--- src/sv/mi4_pkg.sv ---
// Shared widths, constants, state types and index tables for the 4x4 inverse.
package mi4_pkg;

    localparam int DATA_W            = 32;
    localparam int EPS_W             = 31;
    localparam int WIDE_W            = 64;
    localparam int PROD_W            = 128;
    localparam int IDX_W             = 2;
    localparam int ADDR_W            = 4;
    localparam int MAT_DEPTH         = 16;
    localparam int MINOR_COUNT       = 12;
    localparam int MINOR_AW          = 4;
    localparam int FRACTION_BITS_DEF = 16;
    localparam int RECIP_BITS        = 62;

    localparam logic [WIDE_W-1:0] TERM_LIMIT = 64'h1000_0000_0000_0000;
    localparam logic [EPS_W-1:0]  EPS_RESET  = 31'd1;
    localparam logic [DATA_W-1:0] POS_LIMIT  = 32'h7FFF_FFFF;
    localparam logic [DATA_W-1:0] NEG_LIMIT  = 32'h8000_0000;

    typedef enum logic [3:0] {
        ST_IDLE,
        ST_RD_A,
        ST_RD_B,
        ST_CAP_B,
        ST_MUL_START,
        ST_MUL_WAIT,
        ST_SAT,
        ST_ACC,
        ST_WRAP,
        ST_CHECK,
        ST_DIV_START,
        ST_DIV_WAIT,
        ST_OUT_START,
        ST_OUT_WAIT,
        ST_OUT_SAT,
        ST_EMIT
    } state_t;

    typedef enum logic [1:0] {
        PH_MINOR,
        PH_DET,
        PH_ADJ
    } phase_t;

    // Magnitude of a two's complement word; the most negative value maps to 2^63.
    function automatic logic [WIDE_W-1:0] mag64(input logic [WIDE_W-1:0] v);
        return v[WIDE_W-1] ? (~v + WIDE_W'(1)) : v;
    endfunction

    function automatic logic [WIDE_W-1:0] neg64(input logic [WIDE_W-1:0] v);
        return ~v + WIDE_W'(1);
    endfunction

    // Element addresses of minor k: slot 0 * slot 1 - slot 2 * slot 3.
    function automatic logic [ADDR_W-1:0] minor_elem(input logic [MINOR_AW-1:0] k,
                                                     input logic [1:0] slot);
        logic [15:0] row;
        row = 16'h0000;
        unique case (k)
            4'd0:    row = 16'h0541;
            4'd1:    row = 16'h0642;
            4'd2:    row = 16'h0743;
            4'd3:    row = 16'h1652;
            4'd4:    row = 16'h1753;
            4'd5:    row = 16'h2763;
            4'd6:    row = 16'h8DC9;
            4'd7:    row = 16'h8ECA;
            4'd8:    row = 16'h8FCB;
            4'd9:    row = 16'h9EDA;
            4'd10:   row = 16'h9FDB;
            4'd11:   row = 16'hAFEB;
            default: row = 16'h0000;
        endcase
        unique case (slot)
            2'd0:    return row[15:12];
            2'd1:    return row[11:8];
            2'd2:    return row[7:4];
            default: return row[3:0];
        endcase
    endfunction

    // Minor used by term t of adjugate row i (top pair; +6 picks the bottom pair).
    function automatic logic [MINOR_AW-1:0] minor_pick(input logic [1:0] i,
                                                       input logic [1:0] t);
        logic [11:0] row;
        row = 12'h000;
        unique case (i)
            2'd0:    row = 12'h543;
            2'd1:    row = 12'h521;
            2'd2:    row = 12'h420;
            default: row = 12'h310;
        endcase
        unique case (t)
            2'd0:    return row[11:8];
            2'd1:    return row[7:4];
            default: return row[3:0];
        endcase
    endfunction

    function automatic logic [1:0] src_row(input logic [1:0] j);
        unique case (j)
            2'd0:    return 2'd1;
            2'd1:    return 2'd0;
            2'd2:    return 2'd3;
            default: return 2'd2;
        endcase
    endfunction

endpackage

--- src/sv/mi4_mul.sv ---
// 64x64 unsigned multiplier built from four 32x32 partial products.
module mi4_mul (
    input  logic                         clk,
    input  logic                         rst_n,
    input  logic                         start,
    input  logic [mi4_pkg::WIDE_W-1:0]   a,
    input  logic [mi4_pkg::WIDE_W-1:0]   b,
    output logic [mi4_pkg::PROD_W-1:0]   product,
    output logic                         done
);
    import mi4_pkg::*;

    localparam int HALF_W     = WIDE_W / 2;
    localparam int PART_COUNT = 4;
    localparam int CNT_W      = $clog2(PART_COUNT + 1);

    logic [WIDE_W-1:0] a_reg, b_reg;
    logic [WIDE_W-1:0] pp_reg;
    logic [1:0]        pp_sel_reg;
    logic              pp_valid_reg;
    logic [CNT_W-1:0]  cnt_reg;
    logic              busy_reg;
    logic [PROD_W-1:0] acc_reg;
    logic [HALF_W-1:0] op_x, op_y;
    logic [PROD_W-1:0] pp_shifted;

    always_comb
    begin
        case (cnt_reg[1:0])
            2'd0:    begin op_x = a_reg[HALF_W-1:0];      op_y = b_reg[HALF_W-1:0];      end
            2'd1:    begin op_x = a_reg[HALF_W-1:0];      op_y = b_reg[WIDE_W-1:HALF_W]; end
            2'd2:    begin op_x = a_reg[WIDE_W-1:HALF_W]; op_y = b_reg[HALF_W-1:0];      end
            default: begin op_x = a_reg[WIDE_W-1:HALF_W]; op_y = b_reg[WIDE_W-1:HALF_W]; end
        endcase
    end

    always_comb
    begin
        case (pp_sel_reg)
            2'd0:    pp_shifted = PROD_W'(pp_reg);
            2'd3:    pp_shifted = PROD_W'(pp_reg) << WIDE_W;
            default: pp_shifted = PROD_W'(pp_reg) << HALF_W;
        endcase
    end

    assign done    = busy_reg && (cnt_reg == CNT_W'(PART_COUNT)) && !pp_valid_reg;
    assign product = acc_reg;

    always_ff @(posedge clk or negedge rst_n)
    begin
        if (!rst_n)
        begin
            busy_reg     <= 1'b0;
            pp_valid_reg <= 1'b0;
            cnt_reg      <= '0;
        end
        else if (start)
        begin
            busy_reg     <= 1'b1;
            pp_valid_reg <= 1'b0;
            cnt_reg      <= '0;
        end
        else if (busy_reg)
        begin
            if (cnt_reg != CNT_W'(PART_COUNT))
            begin
                cnt_reg      <= cnt_reg + CNT_W'(1);
                pp_valid_reg <= 1'b1;
            end
            else
            begin
                pp_valid_reg <= 1'b0;
            end
            if (done)
                busy_reg <= 1'b0;
        end
    end

    always_ff @(posedge clk)
    begin
        if (start)
        begin
            a_reg   <= a;
            b_reg   <= b;
            acc_reg <= '0;
        end
        else
        begin
            if (busy_reg && (cnt_reg != CNT_W'(PART_COUNT)))
            begin
                pp_reg     <= WIDE_W'(op_x) * WIDE_W'(op_y);
                pp_sel_reg <= cnt_reg[1:0];
            end
            if (pp_valid_reg)
                acc_reg <= acc_reg + pp_shifted;
        end
    end

endmodule

--- config.mk ---
export PLATFORM = sky130hd
export DESIGN_NAME = mi4_mul
export DESIGN_NICKNAME = d
export VERILOG_FILES = /design/src/sv/mi4_pkg.sv /design/src/sv/mi4_mul.sv
export SDC_FILE = /design/constraint.sdc
export NUM_CORES = 2
export LEC_CHECK = 0
export BUFFER_PORTS_ARGS = -buffer_cell sky130_fd_sc_hd__buf_2
export CORE_ASPECT_RATIO = 1.1
export CORE_MARGIN = 4
export CORE_UTILIZATION = 30
export CTS_BUF_LIST = sky130_fd_sc_hd__clkbuf_8 sky130_fd_sc_hd__clkbuf_16
export CTS_CLUSTER_DIAMETER = 30
export DETAILED_ROUTE_END_ITERATION = 12
export GPL_ROUTABILITY_DRIVEN = 0
export SLEW_MARGIN = 20
export SYNTH_ARGS = -nofsm -noshare
export SYNTH_HDL_FRONTEND = slang
export SYNTH_SLANG_ARGS = --single-unit
--- constraint.sdc ---
create_clock -name clk -period 10.1 [get_ports clk]
set_clock_uncertainty 0.15 [all_clocks]
set_input_delay 2.525 -clock clk [delete_from_list [all_inputs] [get_ports clk]]
set_output_delay 2.525 -clock clk [all_outputs]
set_load 0.05 [all_outputs]
## After elaboration in Yosys (flattened, before gate mapping)

Cells that the tools add are included.

| storage, ports and cells | value |
|---|---|
| register bits after elaboration | 327 |
| input port bits | 131 |
| output and inout port bits | 129 |

| cells by class | value |
|---|---|
| add/sub/neg operators | 2 |
| multiply operators | 1 |
| equality and inequality tests | 5 |
| multiplexer cells | 12 |
| bitwise gates (word level) | 1 |
| reduce and logical (&&, ||, !) cells | 12 |

Operator list:

| cell | count |
|---|---|
| 128-bit case mux with 2 select lines | 1 |
| 128-bit adder | 1 |
| 32-bit by 32-bit multiplier with 64-bit output | 1 |
| 32-bit two-way mux | 2 |
| 3-bit two-way mux | 3 |
| 1-bit two-way mux | 6 |
| 2-bit equality test (second input constant) | 2 |
| 2-bit logical NOT | 2 |
| 2-bit AND reduction | 2 |
| 2-bit nonzero test | 2 |
| 2-bit OR reduction | 2 |
| 3-bit by 1-bit adder with 3-bit output (second input constant) | 1 |
| 3-bit equality test (second input constant) | 1 |
| 1-bit logical AND | 3 |
| 3-bit != test (second input constant) | 1 |
| 2-bit by 1-bit equality test with 1-bit output (second input constant) | 1 |
| 1-bit logical NOT | 1 |
| 1-bit inverter | 1 |

## Logic depth before layout (Yosys ltp)

| logic depth | value |
|---|---|
| depth after elaboration | 6 |
| depth in mapped cells | 38 |
| gate-level depth less buffers | 34 |

## Worst setup path before layout

OpenSTA, ideal clock, no wires.

| timing path | value |
|---|---|
| path type | reg2reg |
| start | register cnt_reg[0] |
| end | register pp_reg[61], data pin |
| setup time | 0.259 ns |
| data arrival time | 9.062 ns |
| data required time | 9.691 ns |
| setup slack | 0.629 ns |
| cell stages (with the launch flop) | 35 |
| buffers on the path | 4 |
| clock period less this slack | 9.471 ns |
| cells stage by stage | dfrtp_1 > inv_1 > ha_1 > nor2_1 > clkbuf_1 > buf_1 > mux2i_1 > clkbuf_1 > nor2_1 > fa_1 > inv_1 > fa_1 > fa_1 > fa_1 > inv_1 > fa_1 > fa_1 > fa_1 > inv_1 > fa_1 > inv_1 > ha_1 > clkbuf_1 > a21o_1 > a21o_1 > a221oi_1 > o21ai_0 > and3_1 > o21ai_0 > a31oi_1 > a221oi_1 > nor2_1 > nand3_1 > nand2_1 > xor2_1 |

| between the ends | value |
|---|---|
| word-level cells in the longest chain between the ends | 4 |
| elaborated cells between the ends (all ways) | 8 |
| classes of those cells | 1 x mul; 2 x eq/ne; 2 x mux; 3 x reduce/logical |

RTL lines:

| element | line | text |
|---|---|---|
| start, declared | mi4_mul.sv:21 | `logic [CNT_W-1:0] cnt_reg;` |
| start signal, assigned | mi4_mul.sv:67 | `cnt_reg <= cnt_reg + CNT_W'(1);` |
| 2-bit by 1-bit equality test with 1-bit output, or another cell as far along | mi4_mul.sv:29 | `case (cnt_reg[1:0])` |
| 2-bit OR reduction (no line) | n/a |  |
| 32-bit two-way mux | mi4_mul.sv:29 |  |
| 32-bit by 32-bit multiplier with 64-bit output (*) | mi4_mul.sv:91 | `pp_reg <= WIDE_W'(op_x) * WIDE_W'(op_y);` |
| end signal, assigned | mi4_mul.sv:91 |  |
| end, declared | mi4_mul.sv:18 | `logic [WIDE_W-1:0] pp_reg;` |

Every way passes the cells marked *; elsewhere a longest branch is shown, timed or not.
A chain may end at the register's enable or synchronous reset.

## Final worst setup path

Same ends and word-level chain as after synthesis.

==> impl_metrics.toml <==
[status]
status = "complete, no violations"

[clock_tree]
cts_max_path_buffers = 3
cts_made_buffers = 75
htree_levels = 3
cts-root-buf = "clkbuf_16"
postCtsHoldBufs = 0
clkTransAtPathRegs_ns = 0.05
clk_latency_ns = 0.69
clock_sinks = 327
cts_tree = "built"

[synth]
yosysTopAreaCellShare_pct = 34.3
ys_top_cells_by_area = "fa_1 (34%), edfxtp_1 (11%), ha_1 (9.5%), inv_1 (6.8%), nor2_1 (5.6%)"
ys_seq_area_share_pct = 16.2
async_reset_ff_share_pct = 1.53
ys.flop_type = "edfxtp_1"
yosysWarnings = 0
synthCells = 5818
synth_edf_count = 194
syn_area_per_cell_um2 = 9.00
ys_ff_latch = 327
syn-num-nets = 7242
synth.distinct_cells = 90
synth_largest_area_cell = "fa_1"
syn_area_um2 = 52400

[floorplanning]
start_util_pct = 30.3
rows = 160
die_w_um = 406
coreArea_um2 = 173000
num_io_pins = 260
dieHeight_um = 446
dieArea_um2 = 181000

[worst_setup_path]
reg2reg_slack_ns = 0.47
cp_slowest_cell = "fa_1"
worstPathArrival_ns = 9.90
path_class = "reg2reg"
critPathMaxFanout = 27
worst_setup_path_end_kind = "flop"
reg2regPathDepth = 31
critPathLaunchType = "flop"
r2r-start = "cnt_reg[0]"
cpPeakStageDelay_ns = 0.57
crit_buf_inv = 6
crit_top_cell = "fa_1"
r2r-end = "pp_reg[61]"
required_ns = 10.37
cpLargestDelayFamily = "adder cells"

[global_route]
grt_overflow = 0
grt_max_degree = 83
grt.total_usage_pct = 20.9
grt_pass1_wl_um = 283000
antenna_found_initial = 5
grt_pass1_vias = 44500

[worst_hold_path]
hp-class = "reg2reg"
hold_end = "product[104]"
worstHoldStart = "product[104]"
hold-path-cell-count = 2

[detailed_routing]
drtIter0Drc = 4080
num_vias = 43100
drcViolationCount = 0
drt_first_pass_iters = 8
vias_per_cell = 5.15
final_antenna_net_count = 0
routed_wl_um = 191000
wire_per_inst_um = 22.8

[sta]
fmax_mhz = 104
finalWorstPathRequiredPeriod_ns = 9.63
hold_viol_final = 0
finalSetupViolations = 0
fin_hold_ws_ns = 0.315
rsz0062_at_grt = "no"
finalSetupTns_ns = 0
period_share_pct = 95.4
slew_headroom_pct = 17.3
worstMarginPinSlew_ns = 1.24
slew_viol_final = 0

[final_layout]
syn_to_final_growth_pct = 13.8
final_common_cell = "inv_1"
drive_gt1_share_pct = 11.4
nets = 7456
largest_register_ffs = 128
layout_common_cells = "inv_1 (950), fa_1 (897), nor2_1 (772), nand2_1 (667), ha_1 (395)"

[placed_design]
place_hpwl_um = 158000
io_buffer_count = 259

[run]
cap_viol_max_count = 0
-- per-layer routing --
layer	track usage (%)	up-vias	wire (µm)
li1	-	19000	-
met1	26.9	21200	75400
met2	31.5	2337	81300
met3	6.35	512	21800
met4	10.9	0	12200
met5	0	-	0
-- how the worst max path moves through the flow --
stage          startpoint    endpoint  slack, ns  cells past startpoint
2_1_floorplan  cnt_reg[0]  pp_reg[61]       0.63                     34
3_3_place_gp   cnt_reg[0]  pp_reg[38]       0.36                     35
3_5_place_dp   cnt_reg[0]  pp_reg[62]       0.27                     34
4_1_cts        cnt_reg[0]  pp_reg[62]       0.25                     34
5_1_grt        cnt_reg[0]  pp_reg[54]       0.02                     33
6_report       cnt_reg[0]  pp_reg[61]       0.47                     31
-- worst min-delay path: stages, from the launching register on --
cell,delay [ns]
dfxtp_1,0.32
nand2_1,0.05
o21ai_1,0.05
-- what timing repair did --
action                                  in CTS  in global routing
gates resized for setup                      0                  5
buffers inserted                             0                  4
endpoints found under the setup margin       0                 11
-- kinds of logic after synthesis --
family          count (synthesis)  share of synthesized area, %
buf+inv                      1224                          8.97
simple gates                 1794                          14.5
fa+ha+maj                    1293                          43.7
flops                         327                          16.2
mux                           179                          3.57
xor+xnor                      182                          3.04
compound gates                819                          9.94
-- synth_stat cells (4+ instances only) --
cell and number:
a21o_1 85, or2_2 7, dfrtp_1 5, clkbuf_8 5
o21ai_0 177, and3_1 19, clkbuf_1 245, xnor2_1 114
a21boi_0 7, nor4_1 13, a21oi_1 258, ha_1 396
a22o_1 64, o221ai_1 6, a41oi_1 5, a211oi_1 16
or3_1 12, o31ai_1 11, o21ai_1 23, mux2i_1 117
nor3_1 32, buf_1 12, nand2_1 667, edfxtp_1 194
fa_1 897, o22ai_1 4, a31oi_1 25, o21bai_1 42
nand3_1 39, nor2_1 776, o21a_1 28, buf_2 12
o211ai_1 13, dfxtp_1 128, nor2b_1 29, nand4_1 73
and2_1 80, xor2_1 68, a221oi_1 10, inv_1 943
nand2b_1 22, mux2_2 62
-- area by class of cell --
class	count	area, µm²
fill	17700	114000
multi-input combinational	4267	39400
sequential	327	8520
inverter	944	3540
tap	2268	2840
timing repair buffer	417	2630
clock buffer	80	1960
clock inverter	54	707
antenna	3	7.51
-- metrics by stage --
step | util, % | cells | worst slack, ns | instance area [µm²]
2_1_floorplan | - | 5818 | 0.629 | 52400
3_3_place_gp | 32.9 | 8219 | 0.364 | 56900
3_5_place_dp | 32.9 | 8219 | 0.267 | 56900
4_1_cts | 34.4 | 8353 | 0.252 | 59600
5_1_grt | 34.4 | 8357 | 0.0180 | 59600
6_report | 34.4 | 8360 | 0.467 | 59600
Power is not shown: default switching activity piles up to over one toggle a cycle in this logic, so the estimate is an artifact.
