## src/sv/mi4_pkg.sv

```systemverilog
// Shared widths, constants, state types and index tables for the 4x4 inverse.
package mi4_pkg;

    localparam int DATA_W            = 32;
    localparam int EPS_W             = 31;
    localparam int WIDE_W            = 64;
    localparam int PROD_W            = 128;
    localparam int IDX_W             = 2;
    localparam int ADDR_W            = 4;
    localparam int MAT_DEPTH         = 16;
    localparam int MINOR_COUNT       = 12;
    localparam int MINOR_AW          = 4;
    localparam int FRACTION_BITS_DEF = 16;
    localparam int RECIP_BITS        = 62;

    localparam logic [WIDE_W-1:0] TERM_LIMIT = 64'h1000_0000_0000_0000;
    localparam logic [EPS_W-1:0]  EPS_RESET  = 31'd1;
    localparam logic [DATA_W-1:0] POS_LIMIT  = 32'h7FFF_FFFF;
    localparam logic [DATA_W-1:0] NEG_LIMIT  = 32'h8000_0000;

    typedef enum logic [3:0] {
        ST_IDLE,
        ST_RD_A,
        ST_RD_B,
        ST_CAP_B,
        ST_MUL_START,
        ST_MUL_WAIT,
        ST_SAT,
        ST_ACC,
        ST_WRAP,
        ST_CHECK,
        ST_DIV_START,
        ST_DIV_WAIT,
        ST_OUT_START,
        ST_OUT_WAIT,
        ST_OUT_SAT,
        ST_EMIT
    } state_t;

    typedef enum logic [1:0] {
        PH_MINOR,
        PH_DET,
        PH_ADJ
    } phase_t;

    // Magnitude of a two's complement word; the most negative value maps to 2^63.
    function automatic logic [WIDE_W-1:0] mag64(input logic [WIDE_W-1:0] v);
        return v[WIDE_W-1] ? (~v + WIDE_W'(1)) : v;
    endfunction

    function automatic logic [WIDE_W-1:0] neg64(input logic [WIDE_W-1:0] v);
        return ~v + WIDE_W'(1);
    endfunction

    // Element addresses of minor k: slot 0 * slot 1 - slot 2 * slot 3.
    function automatic logic [ADDR_W-1:0] minor_elem(input logic [MINOR_AW-1:0] k,
                                                     input logic [1:0] slot);
        logic [15:0] row;
        row = 16'h0000;
        unique case (k)
            4'd0:    row = 16'h0541;
            4'd1:    row = 16'h0642;
            4'd2:    row = 16'h0743;
            4'd3:    row = 16'h1652;
            4'd4:    row = 16'h1753;
            4'd5:    row = 16'h2763;
            4'd6:    row = 16'h8DC9;
            4'd7:    row = 16'h8ECA;
            4'd8:    row = 16'h8FCB;
            4'd9:    row = 16'h9EDA;
            4'd10:   row = 16'h9FDB;
            4'd11:   row = 16'hAFEB;
            default: row = 16'h0000;
        endcase
        unique case (slot)
            2'd0:    return row[15:12];
            2'd1:    return row[11:8];
            2'd2:    return row[7:4];
            default: return row[3:0];
        endcase
    endfunction

    // Minor used by term t of adjugate row i (top pair; +6 picks the bottom pair).
    function automatic logic [MINOR_AW-1:0] minor_pick(input logic [1:0] i,
                                                       input logic [1:0] t);
        logic [11:0] row;
        row = 12'h000;
        unique case (i)
            2'd0:    row = 12'h543;
            2'd1:    row = 12'h521;
            2'd2:    row = 12'h420;
            default: row = 12'h310;
        endcase
        unique case (t)
            2'd0:    return row[11:8];
            2'd1:    return row[7:4];
            default: return row[3:0];
        endcase
    endfunction

    function automatic logic [1:0] src_row(input logic [1:0] j);
        unique case (j)
            2'd0:    return 2'd1;
            2'd1:    return 2'd0;
            2'd2:    return 2'd3;
            default: return 2'd2;
        endcase
    endfunction

endpackage

```

## src/sv/mi4_recip.sv

```systemverilog
// Restoring divider: floor(2^RECIP_BITS / divisor), one quotient bit per cycle.
module mi4_recip (
    input  logic                         clk,
    input  logic                         rst_n,
    input  logic                         start,
    input  logic [mi4_pkg::WIDE_W-1:0]   divisor,
    output logic [mi4_pkg::WIDE_W-1:0]   quotient,
    output logic                         done
);
    import mi4_pkg::*;

    localparam int BIT_W = $clog2(RECIP_BITS + 1);

    logic [BIT_W-1:0]  bit_reg;
    logic              busy_reg;
    logic              done_reg;
    logic [WIDE_W-1:0] rem_reg, quo_reg, d_reg;
    logic [WIDE_W-1:0] rem_sh;
    logic              fits;

    // Dividend is a single one at bit RECIP_BITS.
    assign rem_sh   = {rem_reg[WIDE_W-2:0], (bit_reg == BIT_W'(RECIP_BITS))};
    assign fits     = rem_sh >= d_reg;
    assign quotient = quo_reg;
    assign done     = done_reg;

    always_ff @(posedge clk or negedge rst_n)
    begin
        if (!rst_n)
        begin
            busy_reg <= 1'b0;
            done_reg <= 1'b0;
            bit_reg  <= '0;
        end
        else
        begin
            done_reg <= 1'b0;
            if (start)
            begin
                busy_reg <= 1'b1;
                bit_reg  <= BIT_W'(RECIP_BITS);
            end
            else if (busy_reg)
            begin
                if (bit_reg == '0)
                begin
                    busy_reg <= 1'b0;
                    done_reg <= 1'b1;
                end
                else
                begin
                    bit_reg <= bit_reg - BIT_W'(1);
                end
            end
        end
    end

    always_ff @(posedge clk)
    begin
        if (start)
        begin
            d_reg   <= divisor;
            rem_reg <= '0;
            quo_reg <= '0;
        end
        else if (busy_reg)
        begin
            rem_reg <= fits ? (rem_sh - d_reg) : rem_sh;
            quo_reg <= {quo_reg[WIDE_W-2:0], fits};
        end
    end

endmodule

```

## config.mk

```make
export PLATFORM = sky130hd
export DESIGN_NAME = mi4_recip
export DESIGN_NICKNAME = d
export VERILOG_FILES = /design/src/sv/mi4_pkg.sv /design/src/sv/mi4_recip.sv
export SDC_FILE = /design/constraint.sdc
export NUM_CORES = 1
export LEC_CHECK = 0
export BUFFER_PORTS_ARGS = -buffer_cell sky130_fd_sc_hd__buf_2
export CORE_MARGIN = 3
export CORE_UTILIZATION = 59
export CTS_CLUSTER_DIAMETER = 30
export DETAILED_ROUTE_END_ITERATION = 7
export PLACE_DENSITY = 0.86
export SYNTH_ARGS = -nofsm -noshare
export SYNTH_HDL_FRONTEND = slang
export SYNTH_SLANG_ARGS = --single-unit
```

## constraint.sdc

```tcl
create_clock -name clk -period 5.09 [get_ports clk]
set_input_delay 0.509 -clock clk [delete_from_list [all_inputs] [get_ports clk]]
set_output_delay 0.509 -clock clk [all_outputs]
set_load 0.03 [all_outputs]
```

# Word level (Yosys, flattened, before mapping)

Index checks and enable logic that the tools add are counted.

Latch bits: 0
Bits in registers: 199
Bits of input ports: 67
Memory bits (read-only): 0
Memories: 0
Output and inout port bits: 65
Logic and storage cells: 24
Bits in writable memories: 0

Div/mod/pow operators: 0
$lt $le $gt $ge: 1
Multipliers: 0
Equal/unequal tests: 2
$add $sub $neg: 2
Bitwise gates (word level): 0
Reduce and logical (&&, ||, !) cells: 3
Shifts and indexed selects: 0
Mux-type cells: 10

Operator list:

| kind                  | count |
|---|---|
| $ge A64 B64 Y1        | 1 |
| $mux W63              | 1 |
| $sub A63 B63 Y63      | 1 |
| $mux W6               | 3 |
| $eq A6 B6 Y1 const B  | 1 |
| $logic_not A6 Y1      | 1 |
| $mux W1               | 6 |
| $sub A6 B1 Y6 const B | 1 |
| $ne A2 B2 Y1 const B  | 1 |
| $reduce_and A2 Y1     | 1 |
| $reduce_bool A2 Y1    | 1 |

# Longest topological paths before layout

Depth after elaboration: 4
Gate-level depth with buffers: 18
Gate-level depth less buffers: 16

# Worst setup path before layout

Ideal clock, no wire load.

Kind: flip-flop to flip-flop
From: reg d_reg[38]
To: reg rem_reg[43]
Required time: 4,945 ps
Path buffers: 2
Arrival time: 3,390 ps
Library setup time: 145 ps
Clock period less this slack: 3,535 ps
Setup slack: 1,555 ps
Stages on the path, launching flop included: 14
Path through: edfxtp_1 -> inv_1 -> ha_1 -> clkbuf_1 -> nand4_1 -> or4_4 -> or4_1 -> o32ai_1 -> o311ai_1 -> and2_1 -> buf_2 -> or4_1 -> mux2i_1 -> a2111oi_0

Cells in the longest elaborated chain, start to end: 2
Elaborated cells between the ends (all ways): 3
Classes of those cells: add/sub: 1; order compare: 1; mux: 1

Ends and longest elaborated chain:

| element                                                   | line                             | text |
|---|---|---|
| start: declaration                                        | mi4_recip.sv:17                  | `logic [WIDE_W-1:0] rem_reg, quo_reg, d_reg;` |
| start signal: assignment                                  | mi4_recip.sv:62                  | `d_reg <= divisor;` |
| $sub A63 B63 Y63 / $ge A64 B64 Y1 (equally long branches) | mi4_recip.sv:68, mi4_recip.sv:23 |  |
| $mux W63 *                                                | mi4_recip.sv:68                  | `rem_reg <= fits ? (rem_sh - d_reg) : rem_sh;` |
| end signal: assignment                                    | mi4_recip.sv:68                  |  |
| end: declaration                                          | mi4_recip.sv:17                  |  |

Mark *: on every way between the ends. The rest lies on a longest branch, timed or not.
A chain may end at the register's enable or synchronous reset.

# Final worst setup path

From: reg bit_reg[0]
To: reg rem_reg[43]

Cells in the longest elaborated chain, start to end: 3
Elaborated cells between the ends (all ways): 4
Classes of those cells: add/sub: 1; order compare: 1; eq/ne: 1; mux: 1

Ends and longest elaborated chain:

| element                                                   | line                             | text |
|---|---|---|
| start: declaration                                        | mi4_recip.sv:14                  | `logic [BIT_W-1:0] bit_reg;` |
| start signal: assignment                                  | mi4_recip.sv:41                  | `bit_reg <= BIT_W'(RECIP_BITS);` |
| start signal: assignment                                  | mi4_recip.sv:52                  | `bit_reg <= bit_reg - BIT_W'(1);` |
| $eq A6 B6 Y1 *                                            | mi4_recip.sv:22                  | `assign rem_sh = {rem_reg[WIDE_W-2:0], (bit_reg == BIT_W'(RECIP_BITS))};` |
| $sub A63 B63 Y63 / $ge A64 B64 Y1 (equally long branches) | mi4_recip.sv:68, mi4_recip.sv:23 |  |
| $mux W63 *                                                | mi4_recip.sv:68                  |  |

Marks and branches as above.

==> summary.md <==
| Metric | Value |
|---|---|
| Clock Path Buffers | 2 |
| Filler cells | between 1500 and 2000 |
| CTS tree | done |
| GRT Overall Usage | roughly 25% |
| EDFF count, synth | 64 |
| Asr flop ratio synth | under 10% |
| Final clock skew | around 15 ps |
| Synth Area per Inst | 8.68 µm² |
| CP startpoint kind | flop |
| Initial Util | 60.5% |
| Detail Route Antenna Nets | 0 |
| Drt drc | 0 |
| Pin count of the biggest net entering global routing | 135 |
| Clk_lat worst skew | 460 ps |
| RSZ-0062 raised after global routing | false |
| Synth unique cells | 62 |
| CTS buffer count | 17 |
| Mapped Area | around 11000 µm² |
| R2R cell count | 16 |
| Crit path time final | about 4300 ps |
| Cells after synthesis | 1316 |
| Clk sinks | 199 |
| TNS Setup | 0 ps |
| Total power | around 4.6 mW |
| Final setup viols | 0 |
| Synth Area in Compound Gates | between 10% and 20% |
| Mux contribution to synthesized area | 6.49% |
| Sequential fraction of the synthesis area | 40.8% |
| Root buffer cell | clkbuf_16 |
| Initial drt markers | 789 |
| Critical Path AT | 4600 ps |
| Pre-Repair DR Iteration Count | 5 |
| Max Freq | about 230 MHz |
| Share of layout cells above drive strength 1 | 13.1% |
| Per-cell routed wire length | 16.2 µm |
| Worst hold start | divisor[50] |
| Nets | 1532 |
| Std cell rows | 50 |
| Die Area | around 21000 µm² |
| DIE WIDTH | ~150 µm |
| DR vias | between 9000 and 10000 |
| Crit path kind | flop to flop |
| Main flop type after synthesis | dfxtp_1 |
| Final period utilization | 84.1% |
| CTS H-tree depth | 4 |
| Post-DP HPWL | 18800 µm |
| Hold_ws | around 220 ps |
| Synth Warn # | 0 |
| Initial antenna violation count | 0 |
| Slew headroom | between 20 and 25% |
| Vias in the first global route | 9384 |
| R2R Setup Slk | slightly above 800 ps |
| Routability cong. | 0.909 |
| WHS Endpoint | d_reg[50]$_DFFE_PP_ |
| Pwr/cell area | roughly 360 nW/µm² |
| Clk slew on worst S/H paths | 80 ps |
| IO Pins | between 100 and 150 |
| Die height | between 100 and 150 µm |
| Util after Layout | between 60 and 70% |
| Post-Synth Adder-Cell Area | 7.51% |
| Setup bufs post-CTS | 0 |
| Finished layout cell area | roughly 13000 µm² |
| Fin. Hold Viols | 0 |
| FF+latch count, synth | 199 |
| Peak VDD IR | between 0.2 and 0.3 mV |
| Core ar. | approximately 19000 µm² |
| Synth Area in Simple Gates | between 10% and 20% |
| Worst Hold Class | input pin to flop |
| Crit Path Max Fanout | 31 |
| Hold Path Stages | 1 |
| CP endpoint kind | flop |
| CTS Hold Bufs | 1 |
| # port buffers | about 130 |
| Actual slew at the worst max-slew pin | roughly 1100 ps |
| CP Data Required Time | roughly 5400 ps |
| Largest family of logic cells by synthesized area | compound AO/OA/AOI/OAI gates |
| LEAKAGE | a little over 6 nW |
| # Max-Cap Violations | 0 |
| Max-slew violations | 0 |
| Antenna cells | 0 |
| Total grt overflow | 0 |
| Post-DP Area | roughly 12000 µm² |
| Area grow syn2layout | 12.0% |
| WL final | approximately 27000 µm |
| Vias per cell | approximately 6 |
| PostCTS Resize Cnt | 0 |
| Outcome | complete, no violations |
| Net count after synthesis | approximately 1500 |
| Critical R2R Launch | bit_reg[0]$_DFFE_PN0P_ |
| Worst reg2reg endpoint | rem_reg[43]$_SDFFE_PP0P_ |
| Synth Area in XOR/XNOR | under 10% |
| First-pass GRT wire length | roughly 45000 µm |
-- cell usage after synthesis (7+ instances only) --
master,n,area share (%)
inv_1,88,2.9
buf_2,12,0.53
o21bai_1,25,1.6
clkbuf_1,55,1.8
edfxtp_1,64,17
and3_1,7,0.38
nor3_1,20,0.88
a311oi_1,41,3.1
nor2_1,169,5.6
a21o_1,33,2.2
mux2i_1,73,6.4
buf_1,10,0.33
a21oi_1,92,4.0
dfxtp_1,127,22
nand3_1,22,0.96
a31oi_1,10,0.55
o21ai_0,48,2.1
xnor2_1,32,2.5
nand2_1,146,4.8
nor2b_1,7,0.38
o211ai_1,7,0.46
ha_1,67,7.3
a21boi_0,9,0.59
nand4_1,24,1.3
a211oi_1,16,1.1
xor2_1,18,1.4
dfrtp_1,8,1.8
-- metrics by stage --
stage | cells | setup slack (ps)
5_1_grt | 1670 | 411
3_5_place_dp | 1637 | 837
2_1_floorplan | 1316 | 1560
3_3_place_gp | 1637 | 1160
6_report | 1670 | 811
4_1_cts | 1670 | 804
-- where the power goes --
part	switching, mW	internal, mW	total (mW)
clock	0.699	0.690	1.39
combinational	0.806	0.506	1.31
sequential	0.0891	1.77	1.86
-- final cells by class --
cell class | count | area [µm²] | area share (%)
Clock inverter | 13 | 153 | 1.19
Clock buffer | 19 | 453 | 3.54
Inverter | 89 | 334 | 2.61
Sequential cell | 199 | 4670 | 36.5
Tap cell | 260 | 325 | 2.54
Timing Repair Buffer | 139 | 737 | 5.76
Multi-Input combinational cell | 951 | 6130 | 47.9
-- critical path, cell delays in order, from the launching register on --
cell and delay, ps:
dfrtp_1 420, inv_1 110, ha_1 200, and3_1 170
nand3_1 100, ha_1 200, fa_1 200, nor2b_1 70
o211a_1 260, o21a_1 210, nor3_1 260, o32ai_1 140
o311ai_1 430, and2_2 720, or4_1 200, mux2i_1 60
a2111oi_0 410
-- logic make-up after synthesis --
kind of cell               Yosys count
and+or+nand+nor                    431
AOI/OAI and AO/OA                  328
DFF                                199
buffers and inverters              166
muxes                               74
adders and majority gates           68
xor gates and xnor gates            50
-- cells in the final DEF (no fill, tap or decap), types with 7 or more instances in the layout --
cell       synthesis  final
nor2_1           169    169
nand2_1          146    146
buf_2             12    130
dfxtp_1          127    127
a21oi_1           92     92
inv_1             88     88
mux2i_1           73     73
ha_1              67     67
edfxtp_1          64     64
o21ai_0           48     48
a311oi_1          41     41
a21o_1            33     33
xnor2_1           32     32
o21bai_1          25     25
nand4_1           24     24
nand3_1           22     22
nor3_1            20     20
xor2_1            18     18
clkbuf_16          0     17
a211oi_1          16     16
a31oi_1           10     10
a21boi_0           9      9
and3_1             7      7
nor2b_1            7      7
o211ai_1           7      7
dfrtp_1            8      7
-- how the worst max path moves through the flow --
stage                                start                  endpoint  slack, ps
floorplan              d_reg[38]$_DFFE_PP_  rem_reg[43]$_SDFFE_PP0P_       1560
global placement    bit_reg[0]$_DFFE_PN0P_  rem_reg[43]$_SDFFE_PP0P_       1160
detailed placement  bit_reg[0]$_DFFE_PN0P_  rem_reg[43]$_SDFFE_PP0P_        840
CTS                 bit_reg[0]$_DFFE_PN0P_  rem_reg[43]$_SDFFE_PP0P_        800
global route        bit_reg[0]$_DFFE_PN0P_  rem_reg[43]$_SDFFE_PP0P_        410
finish              bit_reg[0]$_DFFE_PN0P_  rem_reg[43]$_SDFFE_PP0P_        810
-- layer usage --
| layer | track usage, % | share of wire (%) | up-vias |
|---|---|---|---|
| met2 | 40.3 | 46 | 353 |
| met3 | 5.84 | 7.4 | 58 |
| li1 | - | - | 4846 |
| met1 | 33.7 | 44 | 4563 |
| met5 | 0 | 0 | - |
| met4 | 8.97 | 2.4 | 0 |
No activity file was read; power rests on OpenSTA's default activity.
